## src/cylinder_mesh_vertex_generator_unit_macros.svh

```systemverilog
// Assertion macros for the cylinder mesh vertex generator top level.
`ifndef CYLINDER_MESH_VERTEX_GENERATOR_UNIT_MACROS_SVH
`define CYLINDER_MESH_VERTEX_GENERATOR_UNIT_MACROS_SVH
// Implication checked on every clock edge outside reset.
`define CMVG_ASSERT_IMP(label, clk, rst_n, ante, cons) \
	label: assert property (@(posedge clk) disable iff (!rst_n) (ante) |-> (cons)) \
		else $error("assertion failed");
// Implication whose consequent is checked in the cycle after the antecedent.
`define CMVG_ASSERT_NEXT(label, clk, rst_n, ante, cons) \
	label: assert property (@(posedge clk) disable iff (!rst_n) (ante) |=> (cons)) \
		else $error("assertion failed");
`endif

```

## src/cmvg_pkg.sv

```systemverilog
// Package with constants, types and the arctangent table of the cylinder mesh generator.
`timescale 1ns / 1ps
package cmvg_pkg;
	localparam int MaxSegmentsDef = 1024;
	localparam int CordicStagesDef = 16;
	localparam int TableLen = 24;
	localparam logic signed [33:0] CordicGain = 34'sd652032874;

	localparam logic [1:0] OP_SIDE = 2'd0;
	localparam logic [1:0] OP_TOP = 2'd1;
	localparam logic [1:0] OP_BOTTOM = 2'd2;
	localparam logic [1:0] OP_NONE = 2'd3;

	localparam logic [1:0] REG_RADIUS = 2'd0;
	localparam logic [1:0] REG_HEIGHT = 2'd1;
	localparam logic [1:0] REG_COUNT = 2'd2;

	typedef struct packed {
		logic signed [33:0] x;
		logic signed [33:0] y;
		logic signed [33:0] z;
	} rot_t;

	function automatic logic signed [33:0] atan_turn(input int i);
		logic signed [33:0] r;
		begin
			case (i)
				0: r = 34'sd536870912;
				1: r = 34'sd316933406;
				2: r = 34'sd167458907;
				3: r = 34'sd85004756;
				4: r = 34'sd42667331;
				5: r = 34'sd21354465;
				6: r = 34'sd10679838;
				7: r = 34'sd5340245;
				8: r = 34'sd2670163;
				9: r = 34'sd1335087;
				10: r = 34'sd667544;
				11: r = 34'sd333772;
				12: r = 34'sd166886;
				13: r = 34'sd83443;
				14: r = 34'sd41722;
				15: r = 34'sd20861;
				16: r = 34'sd10430;
				17: r = 34'sd5215;
				18: r = 34'sd2608;
				19: r = 34'sd1304;
				20: r = 34'sd652;
				21: r = 34'sd326;
				22: r = 34'sd163;
				23: r = 34'sd81;
				default: r = '0;
			endcase
			return r;
		end
	endfunction
endpackage

```

## src/cmvg_cell.sv

```systemverilog
// One CORDIC rotation cell that passes its rotated vector to the next cell each cycle.
`timescale 1ns / 1ps
module cmvg_cell #(
	parameter int Stage = 0
) (
	input logic clk,
	input cmvg_pkg::rot_t din,
	output cmvg_pkg::rot_t dout_q
);
	import cmvg_pkg::*;
	rot_t nxt;
	logic signed [33:0] dx;
	logic signed [33:0] dy;
	always_comb begin
		dx = din.y >>> Stage;
		dy = din.x >>> Stage;
		if (!din.z[33]) begin
			nxt.x = din.x - dx;
			nxt.y = din.y + dy;
			nxt.z = din.z - atan_turn(Stage);
		end else begin
			nxt.x = din.x + dx;
			nxt.y = din.y - dy;
			nxt.z = din.z + atan_turn(Stage);
		end
	end
	always_ff @(posedge clk) begin
		dout_q <= nxt;
	end
endmodule

```

## config.mk

```make
export PLATFORM = sky130hd
export DESIGN_NAME = cmvg_cell
export DESIGN_NICKNAME = d
export VERILOG_FILES = /design/src/cylinder_mesh_vertex_generator_unit_macros.svh /design/src/cmvg_pkg.sv /design/src/cmvg_cell.sv
export SDC_FILE = /design/constraint.sdc
export NUM_CORES = 1
export LEC_CHECK = 0
export ABC_CLOCK_PERIOD_IN_PS = 4400
export BUFFER_PORTS_ARGS = -buffer_cell sky130_fd_sc_hd__clkbuf_2
export CAP_MARGIN = 20
export CORE_ASPECT_RATIO = 2
export CORE_MARGIN = 8
export CORE_UTILIZATION = 45
export DETAILED_ROUTE_END_ITERATION = 12
export PLACE_DENSITY = 0.69
export SYNTH_ARGS = -nofsm -noshare
export SYNTH_HDL_FRONTEND = slang
export SYNTH_SLANG_ARGS = --single-unit
```

## constraint.sdc

```tcl
create_clock -name clk -period 4.4 [get_ports clk]
set_input_delay 0.88 -clock clk [delete_from_list [all_inputs] [get_ports clk]]
set_output_delay 0.88 -clock clk [all_outputs]
set_load 0.02 [all_outputs]
```

# ---- Word level (Yosys, flattened, before mapping)
# Cells that the tools add are included.
dict set report totals {
  in_bits 103
  output_inout_bits 102
  regBits 102
  elab_cells 9
}
dict set report op_classes {
  addsub 5
  muxes 1
}
# op n
set ops {}
lappend ops {{two-way mux 102 bit} 1}
lappend ops {{subtractor 34 bit} 2}
lappend ops {{adder 34 x 31 -> 34 bit, second input constant} 1}
lappend ops {{adder 34 bit} 1}
lappend ops {{subtractor 34 x 31 -> 34 bit, second input constant} 1}

# ---- Depth between registers and ports, before layout
dict set report logic_depth {
  ltp_word 2
  depth_mapped 13
  ltp_nobuf 13
}

# ---- Worst setup path before layout
# OpenSTA, ideal clock, no wires.
dict set report synth_timing {
  path_type {in2reg}
  startpoint {input din[34] (netlist bit)}
  endpoint {register dout_q[64] (netlist bit)}
  t_arrival_ns 3.209
  required_ns 4.271
  setup_time_ns 0.129
  path_buffers 0
  path_stages 12
  path_slack_ns 1.062
  path_cell_list {ha_1 fa_1 nor2b_1 or3_1 a21oi_1 o21bai_2 a31oi_1 o31ai_2 a31oi_1 o41a_1 o32ai_1 xnor2_1}
}
# item line_no
set synth_lines {}
lappend synth_lines {{start, declared} cmvg_cell.sv:7} ;# input cmvg_pkg::rot_t din,
lappend synth_lines {{end signal, assigned} cmvg_cell.sv:28} ;# dout_q <= nxt;
lappend synth_lines {{end, declared} cmvg_cell.sv:8} ;# output cmvg_pkg::rot_t dout_q

==> impl_summary.md <==
Final layout
The final cell area excluding filler cells is 0.00956 mm^2. The largest registers in the layout are dout_q (101). dout_q holds more flip-flops than any other register. The final core utilization is 54.3%. In the final layout, the share of cells above drive strength 1 is 22.7%. The count of placed standard cells in the final layout, fillers left out is 1409. The synthesis-to-layout area growth is 19.3%. The flip-flop and latch area is 0.00202 mm^2. After the last flow step, the layout net total stands at 1400. Fill cells in the final layout number 1708. The multi-input gate area in the final layout is 0.00538 mm^2.

The number of antenna diodes in the final layout is 0. The register with the most flip-flops in the layout has 101 of them.

Worst hold path
The launch instance of the worst min-delay path is din[18]. The class of the tightest hold or removal check is input pin to flop.

Power
The power consumption is 3.29 mW. The power density normalized to cell area is 344 mW/mm^2. The leakage dissipation is 4.62 nW. The worst-case vdd ir drop is 0.000186 V.

Routing
The vias after detailed routing is 7972. The count of unresolved DRC violations after routing is 0. The first routing iteration left 622 violations. After detailed routing, the number of vias per cell comes to 5.66. The number of optimization iterations in the first detailed-route pass is 6.

The total length of routed wires is 25.8 mm. The final antenna-violating net count is 0. Dividing the detail-routed wire length by the instance count gives 18.3 um.

Yosys
After synthesis, the largest area contributor takes up 25.2% of total cell area. Yosys printed 0 warnings. The area of the mapped netlist is 0.00802 mm^2. The proportion of synthesized flip-flops having asynchronous set or reset is 0%.

The post-synthesis sequential element count is 101. Counting flops with a built-in enable in the synthesized netlist gives 0. Ranked by total cell area, the synthesized netlist is headed by sky130_fd_sc_hd__dfxtp_1 25%, sky130_fd_sc_hd__ha_1 16%, sky130_fd_sc_hd__a21oi_1 7.4%, sky130_fd_sc_hd__xnor2_1 7.1%, sky130_fd_sc_hd__nor2_1 4.6%. Summed over all instances, the cell type with the most area after synthesis is sky130_fd_sc_hd__dfxtp_1. The commonest register cell after synthesis is sky130_fd_sc_hd__dfxtp_1.

The number of standard cells after synthesis is 997. Counting every net in the synthesized netlist gives 1206. The mean cell area of the mapped netlist is 8.04 um^2.

After synthesis, flip-flops and latches occupy 25.2% of the total area. The distinct cell type count after synthesis is 80.

Floorplanning
After floorplanning, the core was sized to cover 0.0176 mm^2. Row generation in the floorplan step produced 69 rows. 205 I/O pins were placed. The width of the die is 110 um.

The die covers 0.0226 mm^2. The initial standard-cell utilization of the core is 45.5%. Measured along the y axis, the die boundary spans 205 um.

CTS
The setup fix buffers added after clock tree synthesis is 0. The CTS tree is done. The buffer depth of the longest clock path is 2.

For this design, the CTS-stage hold fixing added 0 buffers. The clock root buffer is sky130_fd_sc_hd__clkbuf_16. The CTS H-tree depth is 3.

The clock-pin slew on the worst setup and hold paths is 0.07 ns. The number of CTS-inserted buffers is 9. Post-CTS repair changed the size of 0 cells. The tree built by TritonCTS fans out to 101 sinks.

GRT
The number of global-route vias before repair was 7816. The first global-routing pass estimated 40.2 mm of wire. The total overflow left after global routing is 0. Entering global routing, the biggest net connects 64 pins.

The initial antenna violation count is 0. Global routing used 22.4% of the available tracks.

Placed design
At the placement stage, the worst setup path has a slack of 0.359 ns. The congestion estimate from routability-driven global placement came to 0.971. Summed over all nets, the half-perimeter wirelength after detailed placement is 21.2 mm.

Summing all placed instances gives a cell area of 0.00928 mm^2. After detailed placement, the design holds a cell count of 1393. The number of input and output port buffers inserted is 204.

STA
The count of endpoints failing hold in the final timing report came to 0. The final max-slew violation count is 0. Setup violations remaining at the end of the flow were counted as 0. Final hold analysis gives a worst-case slack of 0.629 ns. The actual slew at the worst max-slew pin is 0.704 ns.

Setup repair after global routing left no endpoint under its margin. The worst-case setup margin in the final layout is 0.665 ns. The normalized max-slew margin is 53.0%.

The post-route minimum period is 3.73 ns. The achievable clock frequency is 268 MHz. The final critical path takes up 84.9% of the cycle. Adding up every negative setup slack in the final design gives 0 ns.

Critical path
The data required time of the critical path is 4.62 ns. The most critical setup path has its startpoint at din[35]. The cell at the slowest stage of the critical path is sky130_fd_sc_hd__a21boi_1. The data arrival time of the critical path is 3.95 ns. The worst setup path is launched from an input pin. STA classifies the critical path endpoint as a flop. The type of the worst setup path is input pin to flop.

Walking the worst path, the cells encountered are clkbuf_2 -> inv_1 -> ha_1 -> nor2b_1 -> o311ai_0 -> buf_4 -> o211ai_1 -> o31ai_4 -> o41ai_1 -> buf_4 -> a21boi_1 -> o21ai_0 -> nand2_1 -> o21ai_0 -> xnor2_1. The maximum net fanout on the critical path is 5. The maximum cell stage delay along the critical path is 0.43 ns.

Flow run
The number of max-cap violations is 0.

Status
The run finished with clean final reports.
-- Yosys cell counts (12+ instances only) --
| master | count |
|---|---|
| sky130_fd_sc_hd__nor3_1 | 23 |
| sky130_fd_sc_hd__mux2i_1 | 16 |
| sky130_fd_sc_hd__xnor2_1 | 65 |
| sky130_fd_sc_hd__ha_1 | 102 |
| sky130_fd_sc_hd__nor2_1 | 99 |
| sky130_fd_sc_hd__a21oi_1 | 118 |
| sky130_fd_sc_hd__nand2_1 | 43 |
| sky130_fd_sc_hd__o21ai_0 | 50 |
| sky130_fd_sc_hd__a21o_1 | 21 |
| sky130_fd_sc_hd__o21bai_1 | 22 |
| sky130_fd_sc_hd__clkbuf_1 | 20 |
| sky130_fd_sc_hd__inv_1 | 96 |
| sky130_fd_sc_hd__dfxtp_1 | 101 |
| sky130_fd_sc_hd__buf_1 | 12 |
-- placed cells by master (no fill, tap or decap), types with 11 or more instances in the layout --
cell type,count
sky130_fd_sc_hd__xnor2_1,65
sky130_fd_sc_hd__nand3_1,11
sky130_fd_sc_hd__nor2_1,99
sky130_fd_sc_hd__buf_4,26
sky130_fd_sc_hd__nor3_1,23
sky130_fd_sc_hd__inv_1,96
sky130_fd_sc_hd__o21bai_1,22
sky130_fd_sc_hd__ha_1,102
sky130_fd_sc_hd__o21a_1,11
sky130_fd_sc_hd__mux2i_1,16
sky130_fd_sc_hd__o21ai_0,50
sky130_fd_sc_hd__clkbuf_2,204
sky130_fd_sc_hd__a21oi_1,118
sky130_fd_sc_hd__a21o_1,21
sky130_fd_sc_hd__nand2_1,43
sky130_fd_sc_hd__dfxtp_1,101
sky130_fd_sc_hd__nor2b_1,11
-- critical path: cells and delay by family --
family	cells	cell delay, ns
xor gates and xnor gates	1	0.17
buffers and inverters	4	0.63
AOI/OAI and AO/OA	7	1.75
and+or+nand+nor	2	0.18
adders and majority gates	1	0.32
-- worst paths after layout --
check / slack, ns / to / cells after the start
setup / recovery: 0.67 / dout_q[97]$_DFF_P_ / 15
hold / removal: 0.63 / dout_q[18]$_DFF_P_ / 1
-- routing by layer --
metal	GRT usage, %	up-vias	part of all wire [%]
li1	-	3872	-
met2	36.1	361	47
met4	9.10	0	2.9
met5	0	-	0
met3	2.96	52	7.9
met1	29.0	3687	42
-- where the power goes --
part / internal, mW / leakage [nW] / switching, mW
sequential: 1.09 / 0.852 / 0.0577
combinational: 0.513 / 3.63 / 0.891
clock: 0.391 / 0.138 / 0.353
total: 1.99 / 4.62 / 1.30
-- cell families (layout without fill, tap and decap cells) --
group	after synthesis	in the layout	synth area share, %
xor gates and xnor gates	69	69	7.54
adders and majority gates	106	106	16.9
DFF	101	101	25.2
buffers and inverters	150	349	7.66
and+or+nand+nor	236	236	14.0
AOI/OAI and AO/OA	319	319	26.7
muxes	16	16	2.00
-- area by class of cell --
| cell class | instances | share of cell area, % |
|---|---|---|
| Tap cell | 213 | 2.79 |
| Clock inverter | 7 | 0.615 |
| Sequential cell | 101 | 21.1 |
| Multi-Input combinational cell | 746 | 56.3 |
| Clock buffer | 9 | 2.36 |
| Inverter | 103 | 4.10 |
| Timing Repair Buffer | 230 | 12.7 |
Power figures use the tool's default switching activity.
