### src/cylinder_mesh_vertex_generator_unit_macros.svh
// Assertion macros for the cylinder mesh vertex generator top level.
`ifndef CYLINDER_MESH_VERTEX_GENERATOR_UNIT_MACROS_SVH
`define CYLINDER_MESH_VERTEX_GENERATOR_UNIT_MACROS_SVH
// Implication checked on every clock edge outside reset.
`define CMVG_ASSERT_IMP(label, clk, rst_n, ante, cons) \
	label: assert property (@(posedge clk) disable iff (!rst_n) (ante) |-> (cons)) \
		else $error("assertion failed");
// Implication whose consequent is checked in the cycle after the antecedent.
`define CMVG_ASSERT_NEXT(label, clk, rst_n, ante, cons) \
	label: assert property (@(posedge clk) disable iff (!rst_n) (ante) |=> (cons)) \
		else $error("assertion failed");
`endif

### src/cmvg_pkg.sv
// Package with constants, types and the arctangent table of the cylinder mesh generator.
`timescale 1ns / 1ps
package cmvg_pkg;
	localparam int MaxSegmentsDef = 1024;
	localparam int CordicStagesDef = 16;
	localparam int TableLen = 24;
	localparam logic signed [33:0] CordicGain = 34'sd652032874;

	localparam logic [1:0] OP_SIDE = 2'd0;
	localparam logic [1:0] OP_TOP = 2'd1;
	localparam logic [1:0] OP_BOTTOM = 2'd2;
	localparam logic [1:0] OP_NONE = 2'd3;

	localparam logic [1:0] REG_RADIUS = 2'd0;
	localparam logic [1:0] REG_HEIGHT = 2'd1;
	localparam logic [1:0] REG_COUNT = 2'd2;

	typedef struct packed {
		logic signed [33:0] x;
		logic signed [33:0] y;
		logic signed [33:0] z;
	} rot_t;

	function automatic logic signed [33:0] atan_turn(input int i);
		logic signed [33:0] r;
		begin
			case (i)
				0: r = 34'sd536870912;
				1: r = 34'sd316933406;
				2: r = 34'sd167458907;
				3: r = 34'sd85004756;
				4: r = 34'sd42667331;
				5: r = 34'sd21354465;
				6: r = 34'sd10679838;
				7: r = 34'sd5340245;
				8: r = 34'sd2670163;
				9: r = 34'sd1335087;
				10: r = 34'sd667544;
				11: r = 34'sd333772;
				12: r = 34'sd166886;
				13: r = 34'sd83443;
				14: r = 34'sd41722;
				15: r = 34'sd20861;
				16: r = 34'sd10430;
				17: r = 34'sd5215;
				18: r = 34'sd2608;
				19: r = 34'sd1304;
				20: r = 34'sd652;
				21: r = 34'sd326;
				22: r = 34'sd163;
				23: r = 34'sd81;
				default: r = '0;
			endcase
			return r;
		end
	endfunction
endpackage

### src/cmvg_angle.sv
// Phase divider: works out floor(k * 2^24 / n) one quotient bit per cell cycle.
`timescale 1ns / 1ps
module cmvg_angle #(
	parameter int Bits = 24
) (
	input logic clk,
	input logic [10:0] num,
	input logic [10:0] den,
	output logic [Bits-1:0] quo
);
	import cmvg_pkg::*;
	logic [11:0] rem_q [Bits+1];
	logic [Bits-1:0] q_q [Bits+1];
	logic [10:0] den_q [Bits+1];
	always_comb begin
		rem_q[0] = {1'b0, num};
		q_q[0] = '0;
		den_q[0] = den;
	end
	for (genvar i = 0; i < Bits; i++) begin : g_div
		logic [12:0] t;
		logic ge;
		always_comb begin
			t = {rem_q[i], 1'b0};
			ge = t >= {2'b00, den_q[i]};
		end
		always_ff @(posedge clk) begin
			rem_q[i+1] <= ge ? 12'(t - {2'b00, den_q[i]}) : t[11:0];
			q_q[i+1] <= {q_q[i][Bits-2:0], ge};
			den_q[i+1] <= den_q[i];
		end
	end
	assign quo = q_q[Bits];
endmodule

### config.mk
export PLATFORM = sky130hd
export DESIGN_NAME = cmvg_angle
export DESIGN_NICKNAME = d
export VERILOG_FILES = /design/src/cylinder_mesh_vertex_generator_unit_macros.svh /design/src/cmvg_pkg.sv /design/src/cmvg_angle.sv
export SDC_FILE = /design/constraint.sdc
export NUM_CORES = 1
export LEC_CHECK = 0
export BUFFER_PORTS_ARGS = -buffer_cell sky130_fd_sc_hd__buf_2
export CORE_MARGIN = 3
export CORE_UTILIZATION = 30
export CTS_BUF_LIST = sky130_fd_sc_hd__clkbuf_2 sky130_fd_sc_hd__clkbuf_4 sky130_fd_sc_hd__clkbuf_8
export CTS_CLUSTER_DIAMETER = 200
export DETAILED_ROUTE_END_ITERATION = 8
export GPL_ROUTABILITY_DRIVEN = 1
export SETUP_SLACK_MARGIN = 0.15
export SYNTH_ARGS = -nofsm -noshare
export SYNTH_HDL_FRONTEND = slang
export SYNTH_SLANG_ARGS = --single-unit
### constraint.sdc
create_clock -name clk -period 2.6 [get_ports clk]
set_clock_uncertainty 0.05 [all_clocks]
set_input_delay 0.26 -clock clk [delete_from_list [all_inputs] [get_ports clk]]
set_output_delay 0.26 -clock clk [all_outputs]
set_load 0.05 [all_outputs]
* After elaboration in Yosys (flattened, before gate mapping)
Index checks and enable logic that the tools add are counted.
Storage, ports and cells: output and inout port bits 24, input bits 23, ROM bits 0, bits in latches 0, memories 0, memory bits (writable) 0, register bits 829
Cells by class: reductions and logical operators 0, equality and inequality tests 0, $lt $le $gt $ge 24, divide/modulo/power cells 0, bitwise logic cells 0, mux-type cells 23, $add $sub $neg 23, multipliers 0, shifts and indexed selects 0
Operator list (number):
- 13-bit by 11-bit greater-or-equal comparator with 1-bit output | 23
- 12-bit two-way mux | 23
- 12-bit by 11-bit subtractor with 12-bit output | 23
- 12-bit by 11-bit greater-or-equal comparator with 1-bit output | 1

* Logic depth before layout (Yosys ltp)
Gate-level depths: netlist of the first run.
depth after elaboration 2, gate-level depth with buffers 10, mapped depth without buffers 9

* Worst setup path after synthesis of the first run
No wires, ideal clock.
path kind reg2reg, from register den_q[166] (netlist bit), to register rem_q (netlist bit g_div[10].t[10]), path buffers 1, cell stages (with the launch flop) 10, period minus slack after synthesis 2613 ps, path slack -13 ps, required time 2429 ps, arrival time 2442 ps, path through dfxtp_1 inv_1 ha_1 ha_1 and4_1 a211o_1 o32a_1 nor3_1 buf_2 mux2_2
Between the ends: word-level cells in the longest chain between the ends 2, elaborated cells on any way between the ends 3
RTL lines:
- from (decl) | line cmvg_angle.sv:14 | logic [10:0] den_q [Bits+1];
- from (signal, indexed assignment) | line cmvg_angle.sv:30 | den_q[i+1] <= den_q[i];
- 12-bit by 11-bit subtractor with 12-bit output or 13-bit by 11-bit greater-or-equal comparator with 1-bit output (tied branches) | line cmvg_angle.sv:28, cmvg_angle.sv:25
- 12-bit two-way mux (*) | line cmvg_angle.sv:28 | rem_q[i+1] <= ge ? 12'(t - {2'b00, den_q[i]}) : t[11:0];
- to (signal, indexed assignment) | line cmvg_angle.sv:28
- to (decl) | line cmvg_angle.sv:12 | logic [11:0] rem_q [Bits+1];
Mark *: on every way between the ends. The rest lies on a longest branch, timed or not. A chain may end at the register's enable or synchronous reset.

* Final worst setup path of the first run
from register den_q[34] (netlist bit), to register rem_q (netlist bit g_div[22].t[4])
Same word-level chain as after synthesis.

==> results.md, run 1 <==
Status:
- The flow ran to the end, and the final reports show no timing, DRC or antenna violations.

Synthesis:
- In this run, synthesis inferred 0 flip-flops with an integrated enable.
- The top cell type's share of synthesized area is 50.3%.
- Yosys mapped the design onto 71 distinct sky130hd cell types.
- Synthesis produced a netlist with a net count of 3,480.
- Among all flip-flop cells after synthesis, the most frequent one is dfxtp_1.
- The average cell area after synthesis is 10.4 µm².
- The sequential fraction of the synthesis area is 50.3%.
- After synthesis, the share of flip-flops with an asynchronous set or reset is 0%.
- The biggest area consumer among synthesized cells is dfxtp_1.
- After technology mapping, the gate count stands at 3,171.
- Counting flops and latches in the post-synthesis netlist gives 829.
- By area the synthesized netlist is led by dfxtp_1 (50%), ha_1 (10%), mux2_2 (4.7%), inv_1 (4.1%), xnor2_1 (2.6%).
- The post-synthesis cell area is 33,000 µm².
- During synthesis, Yosys emitted a total of 0 warnings.

Setup path:
- Data on the critical path is required at its endpoint by 3.21 ns.
- The slowest stage of the critical path belongs to the cell o41a_1.
- Of all nets on the critical path, the largest fanout is 4.
- The critical path is of the flop to flop type.
- STA classifies the critical path startpoint as a flop.
- The worst setup path is captured at a flop.
- The number of cells traversed by the worst register-to-register path is 10.
- The critical path goes through inv_2 > ha_4 > nor2b_4 > o31a_1 > o41a_1 > a22o_1 > a21oi_4 > buf_6 > buf_16 > mux2_4.
- The arrival time of the worst setup path is 3.08 ns.
- The reg-to-reg setup timing slack is 0.13 ns.
- The peak per-stage delay on the critical path is 0.37 ns.

Clock tree:
- The maximum number of buffers from clock root to sink is 3.
- TritonCTS built the clock tree.
- The clock insertion delay at the later pin of the skew report is 0.78 ns.
- After clock tree synthesis, the clock-pin slew on the worst setup and hold paths is 0.06 ns.
- The number of levels in the clock H-tree is 4.
- TritonCTS created 141 clock buffers.
- The root buffer cell is clkbuf_8.
- The tree built by TritonCTS fans out to 829 sinks.

Detailed routing:
- After detailed routing, the average wire length per cell comes to 13.0 µm.
- The count of nets left with antenna violations once routing finished came out at 0.
- The total via count in the routed design is 22,598.
- The first routing iteration left 1,058 violations.
- The residual DRC count is 0.
- The aggregate routed wire length is 65,000 µm.
- The number of vias per cell is 4.53.
- The first-pass iteration count of the detailed router is 5.

Floorplan:
- In this run the standard cell core region covers 109,000 µm².
- The I/O pin count is 47.
- The number of cell rows is 121.
- The floorplan step defined a die boundary enclosing 114,000 µm².
- Once the floorplan was initialized, standard cells occupied 30.3% of the core.
- The height of the chip is 338 µm.
- The die is 338 µm wide.

Timing:
- At the pin with the least slew margin, the transition time is 0.755 ns.
- The final-report max-slew violation count is 0.
- Setup violations remaining at the end of the flow were counted as 0.
- After layout, the worst path uses 95.0% of the clock period.
- The relative slew slack is 48.3%.
- Subtracting the final worst setup slack from the clock period gives 2.47 ns.
- Hold timing on the final database bottoms out at a slack of 0.137 ns.
- The fmax is 405 MHz.
- The final hold violation count is 0.
- Setup repair after global routing could not meet its margin everywhere.
- After layout, the worst setup slack is 0.131 ns.

Final layout:
- The cell area after layout is 39,900 µm².
- The fraction of final layout cells with drive strength greater than 1 is 20.0%.
- Summing all flip-flop and latch instances after layout gives 16,600 µm².
- The multi-input combinational cells in the finished layout cover a total of 15,500 µm².
- Compared with the post-synthesis result, the final layout area differs by 21.0%.
- In the layout the commonest cells are dfxtp_1 (808), inv_1 (357), ha_1 (240).
- The total of fill cells in the finished design is 10,829.
- The utilization after layout is 36.6%.
- For this run, the number of standard cells in the final layout without fillers is 4,990.
- The leading cell type in the layout, fill and taps excluded is dfxtp_1.
- The number of nets at the end of the flow is 3,775.

Global routing:
- The number of antenna violations at the first check in global routing is 2.
- For this run the aggregate overflow at the end of global routing stands at 0.
- The first-pass GRT wire length is 108,000 µm.
- The number of global-route vias before repair came to 22,585.
- The pin count of the biggest net entering global routing is 20.
- Global routing used 11.4% of the available tracks across all layers.

Placement:
- The pre-CTS setup slack is -0.00260 ns.
- After legalization and detailed placement, the total HPWL measured 47,300 µm.
- After detailed placement, the design holds a cell count of 4,665.
- During placement, the flow inserted port buffers numbering 46.
- The post-place instance area is 35,400 µm².
- The congestion estimate from routability-driven global placement came to 0.813.

Job:
- The tool flagged a number of max-cap violations equal to 0.

Min path:
- The class of the worst hold path is input pin to flop.
- The worst hold path depth is 2.

Pwr:
- In this run the power density over the cells is 1370 nW/µm².
- The cell leakage power is 17.6 nW.
- Across the VDD grid, the largest voltage drop is 527 µV.
critical path: cells and delay by family, from the launching register on:
kind	cells	cell delay, ns
AOI/OAI and AO/OA	4	1.07
DFF	1	0.33
muxes	1	0.28
and+or+nand+nor	1	0.12
adders and majority gates	1	0.21
buffers and inverters	3	0.29
stage by stage:
stage	TNS (ns)	power, W
after CTS	0	0.0544
after global placement	0	0.0408
after detailed placement	-0.00330	0.0410
final	0	0.0547
after global routing	0	0.0589
after floorplan	0	0.0358
kinds of logic (layout without fill, tap and decap cells):
kind of cell,after synthesis,count (layout),synth area share (%)
DFF,829,829,50.3
and+or+nand+nor,655,655,9.80
adders and majority gates,286,286,11.4
AOI/OAI and AO/OA,679,680,14.1
buffers and inverters,407,809,4.92
other,0,2,0
muxes,160,160,5.38
xor gates and xnor gates,155,155,4.12
per-layer routing:
metal  wire [µm]  vias to the layer above  GRT usage (%)
met2       30100                      380           18.8
met1       30300                    10436           14.2
met3        2630                      132           2.56
met4        1970                        0           5.19
met5           0                        -              0
li1            -                    11650              -
state kept, by name, indices dropped and copies added (netlist names):
register	cells
g_div.t	276
q_q	276
quo	24
den_q	253
layout make-up:
| type | count | share of cell area (%) |
|---|---|---|
| flip-flops and latches | 829 | 41.7 |
| multi-input cells | 1936 | 38.9 |
| clock buffers | 210 | 6.65 |
| well taps | 1414 | 4.43 |
| repair buffers | 198 | 3.99 |
| inverters | 360 | 3.39 |
| clock inverters | 41 | 0.969 |
| diodes | 2 | 0.0125 |
cells in the mapped netlist (12+ instances only):
| master | number |
|---|---|
| fa_1 | 23 |
| o21ai_0 | 126 |
| o31ai_1 | 30 |
| mux2i_1 | 23 |
| and3_1 | 19 |
| clkbuf_1 | 18 |
| nor2b_1 | 54 |
| o211a_1 | 12 |
| nand3_1 | 45 |
| and2_1 | 13 |
| a31oi_1 | 33 |
| a21o_1 | 45 |
| a21oi_1 | 139 |
| ha_1 | 263 |
| nor2_1 | 184 |
| buf_4 | 24 |
| nand2b_1 | 35 |
| o31a_1 | 27 |
| nand4_1 | 36 |
| dfxtp_1 | 829 |
| or3_1 | 22 |
| xor2_1 | 56 |
| o21a_1 | 64 |
| a211oi_1 | 19 |
| mux2_2 | 137 |
| nand2_1 | 131 |
| or2_2 | 25 |
| a2111oi_0 | 17 |
| xnor2_1 | 99 |
| inv_1 | 360 |
| o211ai_1 | 29 |
| nor3_1 | 53 |
power breakdown:
part	internal, W	switching, W	total [W]	leakage [nW]
clock	0.00706	0.00509	0.0122	1.61
sequential	0.0173	0.00196	0.0192	6.95
combinational	0.0115	0.0117	0.0233	9.06
total	0.0359	0.0188	0.0547	17.6
worst paths after layout:
kind,end,startpoint
worst max-delay path,g_div[22].t[4],den_q[34]
worst min-delay path,den_q[253],den[0]
worst max register to register,g_div[22].t[4],den_q[34]
worst min register to register,q_q[241],q_q[264]
what timing repair did:
action,CTS,global route
pin swaps,20,48
hold endpoints to repair,24,0
hold buffers,34,0
setup endpoints to repair,103,198
gates cloned,3,0
setup buffers,19,16
resized for setup,44,129
(Power assumes the default switching activity.)
==> run 2: changes to the inputs <==
- clock period: 2.6 -> 3.1 ns (I/O delays scaled with it)
==> results.md, run 2 (synthesis gave the netlist of run 1 again) <==
Detailed routing:
- The aggregate routed wire length came to 63,100 µm (-3.0%).
- The count of routing violations after the opening detailed-route iteration is 989 (-6.5%).
- The number of vias per cell was 4.51 (-0.32%).
- The residual DRC count is 0 (unchanged).
- The first-pass iteration count of the detailed router is 5 (unchanged).
- The average wire per cell in the routed design is 12.9 µm (-0.91%).
- The total via count in the routed design is 22,060 (-2.4%).
- The antenna violation net count after detailed routing is 0 (unchanged).

Timing:
- Setup repair after global routing left no endpoint under its margin.
- The fmax is 361 MHz (-11%).
- The relative slew slack was 46.3% (-2.0 points).
- The final hold violation count is 0 (unchanged).
- The final-report setup violation count is 0 (unchanged).
- The final critical-path share of the clock period was 89.3% (-5.6 points).
- The setup total negative slack is 0 ns (unchanged).
- The clock period minus worst slack is 2.77 ns (+0.300 ns).
- The measured slew at the worst slew-check pin is 0.798 ns (+0.0427 ns).
- The final-report max-slew violation count is 0 (unchanged).

Setup path:
- The worst setup path is of the flop to flop kind.
- The arrival time of the worst setup path is 3.38 ns (+0.30 ns).
- The kind of cell adding the most delay to the critical path is compound AO/OA/AOI/OAI gates.
- The largest fanout of any net on the critical path came to 9 (+5).
- The worst setup path is captured at a flop.
- The signal on the critical path passes through inv_1 > ha_1 > nor2b_1 > o31a_1 > o41a_1 > a22o_1 > a21oi_4 > mux2_2.
- The endpoint required time on the critical path was 3.72 ns (+0.51 ns).
- In this run the critical register-to-register path is launched from den_q[34].
- The launching element type of the critical path is a flop.
- Tracing the worst setup path back leads to its startpoint at den_q[34].
- Among all stages on the critical path, the largest delay is contributed by o41a_1.
- The buffers plus inverters on the worst setup path is 1 (-2).
- The peak per-stage delay on the critical path is 0.46 ns (+0.09 ns).
- The reg-to-reg setup timing slack is 0.33 ns (+0.20 ns).

Floorplan:
- The number of cell rows is 121 (unchanged).
- The overall die width is 338 µm (unchanged).
- The height of the chip is 338 µm (unchanged).
- The I/O pin count is 47 (unchanged).
- The starting density of the core is 30.3% (unchanged).
- The placeable core area is 109,000 µm² (unchanged).
- The floorplan die area is 114,000 µm² (unchanged).

Pwr:
- The cell leakage power is 17.0 nW (-3.5%).
- The total power density per cell area is 1150 nW/µm² (-16%).
- The maximum resistive drop on vdd is 427 µV (-19%).

Placement:
- The final weighted congestion of routability-driven global placement is 0.812 (-0.14%).
- The HPWL after detailed placement is 46,500 µm (-1.6%).
- The post-placement cell count came to 4,598 (-1.4%).
- The count of buffers inserted at the top-level ports came to 46 (unchanged).

Final layout:
- The number of nets at the end of the flow came to 3,669 (-2.8%).
- The total of fill cells in the finished design is 10,947 (+1.1%).
- The leading cell type in the layout, fill and taps excluded is dfxtp_1.
- In the layout the commonest cells are dfxtp_1 (829), inv_1 (360), ha_1 (263).
- The number of cells in the finished layout apart from fillers is 4,887 (-2.1%).
- The utilization after layout is 35.2% (-1.4 points).
- The fraction of final layout cells with drive strength greater than 1 is 14.4% (-5.6 points).
- Compared with the post-synthesis result, the final layout area differs by 16.3%.

Global routing:
- The all-layer global routing usage is 11.3% (-0.15 points).
- The number of global-route vias before repair is 22,019 (-2.5%).
- The residual overflow from global routing is 0 (unchanged).
- The first-pass GRT wire length was 106,000 µm (-1.2%).
- The pin count of the biggest net entering global routing was 21 (+5.0%).
- The number of antenna violations at the first check in global routing is 1 (-1).

Clock tree:
- The clock tree from TritonCTS is yes.
- The number of levels in the clock H-tree is 4 (unchanged).
- The total clock buffers created by CTS is 143 (+1.4%).
- The CTS sink count is 829 (unchanged).
- The root buffer cell is clkbuf_8.
- The maximum number of buffers from clock root to sink is 3 (unchanged).
- The clock transition time at the flip-flop clock pins of the worst setup and hold paths is 0.06 ns (about the same).
- The clock insertion delay at the later pin of the skew report is 0.80 ns (+0.02 ns).

Min path:
- The startpoint identified for the worst hold timing path is den[2].
- The class of the worst hold path is input pin to flop.

Status:
- The run finished with clean final reports.

Job:
- The max-cap violation count came to 0 (unchanged).
==> run 2: changes by cell type in the layout (fill, tap and decap cells not counted), sizes merged <==
cell	delta
dlygate4sd3	-4
bufinv	+3
inv	+1
buf	-103
clkbuf	-3
clkinv	+5
o21ai	-1
clkinvlp	-4
diode	+3
==> run 2: routing by layer <==
metal,vias up,GRT usage (%),wire length [µm]
met5,-,0,0
met4,0,4.93,1790
met3,126,2.61,2540
met2,364,18.8,29600
met1,10136,13.8,29100
li1,11434,-,-
==> run 2: final cells by class <==
class	instances	area, µm²	share of cell area, %
Clock inverter	46	514	1.34
Clock buffer	207	2670	6.96
Timing Repair Buffer	91	643	1.68
Antenna cell	5	12.5	0.0326
Sequential cell	829	16600	43.3
Inverter	360	1350	3.52
Multi-Input combinational cell	1935	14800	38.6
Tap cell	1414	1770	4.61
==> run 2: final timing paths <==
path,depth (start not counted),endpoint
setup / recovery,8,g_div[22].t[3]
hold / removal,2,den_q[255]
setup reg to reg,8,g_div[22].t[3]
hold reg to reg,0,q_q[152]
==> run 2: report_power, final <==
| part | switching [W] | internal [W] | total (W) |
|---|---|---|---|
| registers | 0.00160 | 0.0145 | 0.0161 |
| logic | 0.00920 | 0.00822 | 0.0174 |
| clock network | 0.00443 | 0.00624 | 0.0107 |
| total | 0.0152 | 0.0289 | 0.0442 |
==> run 2: repair_timing <==
item / in CTS / in global routing
hold buffers: 30 / 0
setup endpoints to repair: 0 / 26
hold endpoints to repair: 23 / 0
buffers inserted: 0 / 1
gates resized for setup: 0 / 5
==> run 2: worst reg2reg max path, cell delays in order (launching register included) <==
cell	delay, ns
dfxtp_1	0.37
inv_1	0.06
ha_1	0.31
nor2b_1	0.15
o31a_1	0.28
o41a_1	0.46
a22o_1	0.33
a21oi_4	0.30
mux2_2	0.37
==> run 2: through the flow <==
stage               hold WS, ns  area, µm²  setup slack, ns  power, W
finish                    0.116      38300            0.331    0.0442
global route             0.0457      38300            0.151    0.0478
CTS                   0.0000148      38300            0.237    0.0447
detailed placement        0.262      34800            0.254    0.0336
global placement          0.260      34800            0.314    0.0333
floorplan                 0.260      33000            0.487    0.0299
